===== config.mk =====
export PLATFORM = sky130hd
export DESIGN_NAME = hmr_ctrl
export DESIGN_NICKNAME = d
export VERILOG_FILES = /design/src/design/hmr_pkg.sv /design/src/design/hmr_ctrl.sv
export SDC_FILE = /design/constraint.sdc
export NUM_CORES = 1
export LEC_CHECK = 0
export BUFFER_PORTS_ARGS = -buffer_cell sky130_fd_sc_hd__buf_2
export CAP_MARGIN = 20
export CORE_AREA = 2 2 39 41
export DETAILED_ROUTE_END_ITERATION = 8
export DIE_AREA = 0 0 41 43
export GPL_TIMING_DRIVEN = 0
export PLACE_DENSITY_LB_ADDON = 0.2
export SETUP_SLACK_MARGIN = 0.2
export SYNTH_ARGS = -nofsm -noshare
export SYNTH_HDL_FRONTEND = slang
export SYNTH_SLANG_ARGS = --single-unit

===== constraint.sdc =====
create_clock -name i_clk -period 1.8 [get_ports i_clk]
set_clock_uncertainty 0.1 [all_clocks]
set_input_delay 0.36 -clock i_clk [delete_from_list [all_inputs] [get_ports i_clk]]
set_output_delay 0.36 -clock i_clk [all_outputs]
set_load 0.05 [all_outputs]

===== src/design/hmr_pkg.sv =====
package hmr_pkg;

    // Result area width and the value it saturates at.
    localparam int AREA_W = 26;
    localparam logic [AREA_W-1:0] AREA_MAX = {AREA_W{1'b1}};

    typedef enum logic [1:0] {
        ST_IDLE,
        ST_CMP,
        ST_POP,
        ST_FLUSH
    } t_state;

    // Commands from the controller to the datapath.
    typedef struct packed {
        logic load_bar;
        logic load_close;
        logic set_ovf;
        logic pop_issue;
        logic pop_finish;
        logic replace;
        logic push;
        logic emit;
    } t_cmd;

    // Status from the datapath to the controller.
    typedef struct packed {
        logic count_full;
        logic top_pop;
        logic top_eq;
        logic out_busy;
    } t_sts;

endpackage


===== src/design/hmr_ctrl.sv =====
module hmr_ctrl (
    input  logic          i_clk,
    input  logic          i_rst_n,
    input  logic          i_in_valid,
    input  logic          i_last,
    output logic          o_in_stall,
    input  hmr_pkg::t_sts i_sts,
    output hmr_pkg::t_cmd o_cmd
);

    hmr_pkg::t_state r_state, n_state;
    logic            r_last, n_last;
    logic            r_closing, n_closing;

    always_ff @(posedge i_clk) begin
        if (!i_rst_n) begin
            r_state   <= hmr_pkg::ST_IDLE;
            r_last    <= 1'b0;
            r_closing <= 1'b0;
        end else begin
            r_state   <= n_state;
            r_last    <= n_last;
            r_closing <= n_closing;
        end
    end

    always_comb begin
        n_state    = r_state;
        n_last     = r_last;
        n_closing  = r_closing;
        o_cmd      = '0;
        o_in_stall = 1'b1;
        unique case (r_state)
            hmr_pkg::ST_IDLE: begin
                o_in_stall = 1'b0;
                if (i_in_valid) begin
                    if (!i_sts.count_full) begin
                        o_cmd.load_bar = 1'b1;
                        n_last         = i_last;
                        n_closing      = 1'b0;
                        n_state        = hmr_pkg::ST_CMP;
                    end else begin
                        // An extra bar is dropped; a last flag still closes.
                        o_cmd.set_ovf = 1'b1;
                        if (i_last) begin
                            o_cmd.load_close = 1'b1;
                            n_last           = 1'b1;
                            n_closing        = 1'b1;
                            n_state          = hmr_pkg::ST_CMP;
                        end
                    end
                end
            end
            hmr_pkg::ST_CMP: begin
                if (i_sts.top_pop) begin
                    o_cmd.pop_issue = 1'b1;
                    n_state         = hmr_pkg::ST_POP;
                end else if (r_closing) begin
                    n_state = hmr_pkg::ST_FLUSH;
                end else begin
                    if (i_sts.top_eq) begin
                        o_cmd.replace = 1'b1;
                    end else begin
                        o_cmd.push = 1'b1;
                    end
                    if (r_last) begin
                        o_cmd.load_close = 1'b1;
                        n_closing        = 1'b1;
                    end else begin
                        n_state = hmr_pkg::ST_IDLE;
                    end
                end
            end
            hmr_pkg::ST_POP: begin
                o_cmd.pop_finish = 1'b1;
                n_state          = hmr_pkg::ST_CMP;
            end
            hmr_pkg::ST_FLUSH: begin
                if (!i_sts.out_busy) begin
                    o_cmd.emit = 1'b1;
                    n_last     = 1'b0;
                    n_closing  = 1'b0;
                    n_state    = hmr_pkg::ST_IDLE;
                end
            end
            default: begin
                n_state = hmr_pkg::ST_IDLE;
            end
        endcase
    end

endmodule


Yosys cells after proc, flatten, opt, wreduce, memory -nomap -nowiden
Cells that the tools add are included.
{"block": "word_totals", "output_inout_bits": 9, "in_bits": 8, "reg_bits": 4, "wordCells": 56}
{"block": "classes", "mux": 39, "n_eq_ne": 8, "reduce_logical": 6}
{"operator": "two-way mux 1 bit", "n": 23}
{"operator": "two-way mux 2 bit", "n": 11}
{"operator": "case mux 2 bit (4 select lines)", "n": 1}
{"operator": "AND reduction 4 bit", "n": 2}
{"operator": "!= test 2 bit (second input constant)", "n": 3}
{"operator": "AND reduction 5 bit", "n": 1}
{"operator": "== test 2 bit (second input constant)", "n": 2}
{"operator": "!= test 4 bit (second input constant)", "n": 1}
{"operator": "case mux 1 bit (2 select lines)", "n": 2}
{"operator": "two-way mux 3 bit", "n": 1}
{"operator": "!= test 3 bit (second input constant)", "n": 1}
{"operator": "case mux 1 bit (3 select lines)", "n": 1}
{"operator": "nonzero test 3 bit", "n": 1}
{"operator": "== test 2 x 1 -> 1 bit (second input constant)", "n": 1}
{"operator": "logical NOT 2 bit", "n": 1}
{"operator": "nonzero test 2 bit", "n": 1}

Depth between registers and ports, before layout
{"block": "depth", "word_depth": 4, "ltp_mapped": 4, "ltp_nobuf": 3}

Worst setup path after synthesis
Ideal clock, no wire load.
{"block": "synth_path", "path_type": "reg-to-output", "from": "register r_state[1]", "to": "output port o_cmd[6] (netlist name)", "n_path_buf": 1, "path_stages_with_launch": 5, "t_arrival_ns": 1.657, "required_time_ns": 1.340, "path_slack_ns": -0.317, "path_cell_list": "dfxtp_1 buf_6 nor3b_2 and2_1 a22o_1"}
{"element": "start: declaration", "line": "hmr_ctrl.sv:11", "source": "hmr_pkg::t_state r_state, n_state;"}
{"element": "start signal: assignment", "line": "hmr_ctrl.sv:17", "source": "r_state <= hmr_pkg::ST_IDLE;"}
{"element": "start signal: assignment", "line": "hmr_ctrl.sv:21", "source": "r_state <= n_state;"}
{"element": "end: declaration", "line": "hmr_ctrl.sv:8", "source": "output hmr_pkg::t_cmd o_cmd"}

==> metrics.csv <==
metric;value;unit
outcome;finished, violations left;
failed_checks;setup timing;
total_power;0.437;mW
grt_max_degree;7;
die_area;1760;sq um
critPathKind;reg2out;
clock_latency;0.23;ns
slew_violations;0;
crit_buf_inv;3;
gr-total-overflow;0;
portBuffers;16;
htree_levels;1;
slew_headroom;81.2;%
max_slew.worst_pin.slew;0.281;ns
dp_hpwl;652;um
maxCapViolCount;0;
fin_ws;-0.0447;ns
grt_use_met1;17.6;%
hold_path_class;in2reg;
nets;76;
p_seq_share;24.9;%
cp_slowest_cell;or4b_4;
gp_congestion;0.805;
setup_violations;2;
layout_common_cells;buf_2 (7), buf_8 (7), buf_4 (7), buf_6 (5);
use_met3;7.85;%
stdcell_count;82;
synth.distinct_cells;23;
finalWirelength;1020;um
die_w;41;um
io_pins;17;
grt_use_total;13.5;%
postRouteAntennaNets;0;
antenna_found_initial;0;
num_vias;389;
grt.busiest_layer;met2;
ys_ff_latch;4;
initial_core_util;24.7;%
fill_cells;129;
cts.clk_slew.worst_paths;0.04;ns
worst-endpoint-arrival;1.38;ns
fin_util;48.7;%
max_freq;0.542;GHz
ir_worst_vdd;0.000442;V
hold_violations;0;
n_antenna_cell;0;
hold_path_end;r_state[1]$_SDFFE_PN0P_;
whs_path_depth;2;
cts_root_buf;clkbuf_4;
cts_inserted_buffers;3;
cpLargestDelayFamily;simple AND/OR/NAND/NOR gates;
drt_pass1_iterations;2;
cts_tree;done;
leakagePower;0.312;nW
viasPerCell;4.74;
cts_sinks;4;
seq_area_frac_synth;23.4;%
worstSetupEndpointType;output pin;
drive_gt1_share;72.7;%
cp_data_required_time;1.34;ns
p_sw_share;36.0;%
min_from;i_rst_n;
pwr_density_cell;648;nW/um^2
reg2reg_setup_slack;0.34;ns
row_count;14;
start_kind;flop;
critPathMaxFanout;5;
syn-instance-count;39;
drtIter0Drc;2;
period_share;102;%
areaGrowthSynthToFinish;97.4;%
period_needed;1.84;ns
drcViolationCount;0;
p_switching;0.157;mW
reg2reg_depth;6;
grt_pass1_vias;383;
die_y;43;um
combPwrFrac;50.5;%
critPathMaxStageDelay;0.50;ns
core;1380;sq um
clkPwrFrac;24.6;%
rsz0062_at_grt;yes;
timing.rr.end;r_closing$_SDFFE_PN0P_;
syn_nets;47;
post_dp_cell_area;468;sq um
post_synth.cell_area_avg;8.76;sq um
r2r-start;r_state[1]$_SDFFE_PN0P_;
dp.cells;71;
yosysWarnings;0;
clk_path_buf_depth;2;
fin_area;674;sq um
power.internal;0.280;mW
syn-cell-area;342;sq um
crit_path_cell_trace;buf_6, or4b_4, clkinvlp_4, buf_8;
grt_pass1_wl;1620;um
grt.met2_usage;19.4;%
cts_hold_buf;0;
avgRoutedWirePerCell;12.4;um
cells in the mapped netlist:
cell      n  share of area (%)
a211oi_1  1                2.2
a21boi_1  1                2.2
a21oi_2   1                2.6
a221oi_1  2                5.1
a22o_1    2                5.1
and2_1    2                3.7
and2b_2   1                2.6
and3_2    1                2.2
and3b_2   1                2.9
buf_6     2                6.6
dfxtp_1   4                 23
inv_1     3                3.3
mux2i_1   1                2.9
nand2_1   4                4.4
nand2b_1  3                5.5
nor2_1    3                3.3
nor2b_1   1                1.8
nor3b_2   1                3.7
nor4b_2   1                4.4
o211ai_2  1                3.7
o21ai_0   1                1.5
o21ba_2   1                2.9
or4b_4    1                4.0
sequential cells by signal (all words and copies together) (netlist names):
register	cells
r_last	1
r_state	2
r_closing	1
per-stage QoR:
step / hold slack (ns) / TNS [ns] / setup slack (ns)
2_1_floorplan: 0.370 / 0 / 0.160
3_3_place_gp: 0.432 / -0.0136 / -0.0136
6_report: 0.301 / -0.0465 / -0.0447
5_1_grt: 0.305 / -0.219 / -0.0687
4_1_cts: 0.287 / -0.0742 / -0.0576
3_5_place_dp: 0.436 / -0.0163 / -0.0163
area by class of cell:
| class | count | area [sq um] | area share, % |
|---|---|---|---|
| clock buffer | 3 | 22.5 | 3.34 |
| sequential | 4 | 81.3 | 12.1 |
| buffer | 2 | 22.5 | 3.34 |
| multi-input combinational | 30 | 287 | 42.5 |
| tap | 16 | 20.0 | 2.97 |
| inverter | 3 | 15.0 | 2.23 |
| timing repair buffer | 24 | 226 | 33.6 |
kinds of logic (layout without fill, tap and decap cells):
family / Yosys count / in the layout / synth area share [%]
AO/OA/AOI/OAI: 10 / 10 / 25.3
buffers and inverters: 5 / 32 / 9.89
flip-flops: 4 / 4 / 23.4
multiplexers: 1 / 1 / 2.93
AND/OR/NAND/NOR: 19 / 19 / 38.5
metal layers:
layer | vias to the layer above | wire (um)
met3 | 0 | 65
met4 | 0 | 0
met5 | - | 0
li1 | 196 | -
met2 | 16 | 491
met1 | 177 | 460
how the worst max path moves through the flow:
stage	start	to	cells after the start
floorplan	r_state[1]$_SDFFE_PN0P_	o_cmd[6]	4
global placement	i_sts[3]	o_cmd[7]	4
detailed placement	i_sts[3]	o_cmd[7]	4
CTS	r_state[0]$_SDFFE_PN0P_	o_cmd[7]	4
global route	r_state[0]$_SDFFE_PN0P_	o_cmd[7]	4
finish	r_state[0]$_SDFFE_PN0P_	o_cmd[7]	4
power groups by stage:
stage / combinational (mW) / sequential [mW] / clock [mW]
3_5_place_dp: 0.155 / 0.108 / 0
5_1_grt: 0.235 / 0.109 / 0.122
4_1_cts: 0.204 / 0.108 / 0.114
6_report: 0.220 / 0.109 / 0.108
3_3_place_gp: 0.154 / 0.108 / 0
2_1_floorplan: 0.121 / 0.105 / 0
worst reg2reg max path: cells and delay by family, from the launching register on:
kind	cells	cell delay, ns
buffers and inverters	3	0.36
DFF	1	0.33
AOI/OAI and AO/OA	3	0.56
timing repair:
action / in CTS / in global routing
gates resized for setup: 31 / 5
setup buffers: 4 / 4
setup endpoints to repair: 8 / 8
pin swaps: 3 / 3
Note: power is estimated with default switching activity, not from simulation.
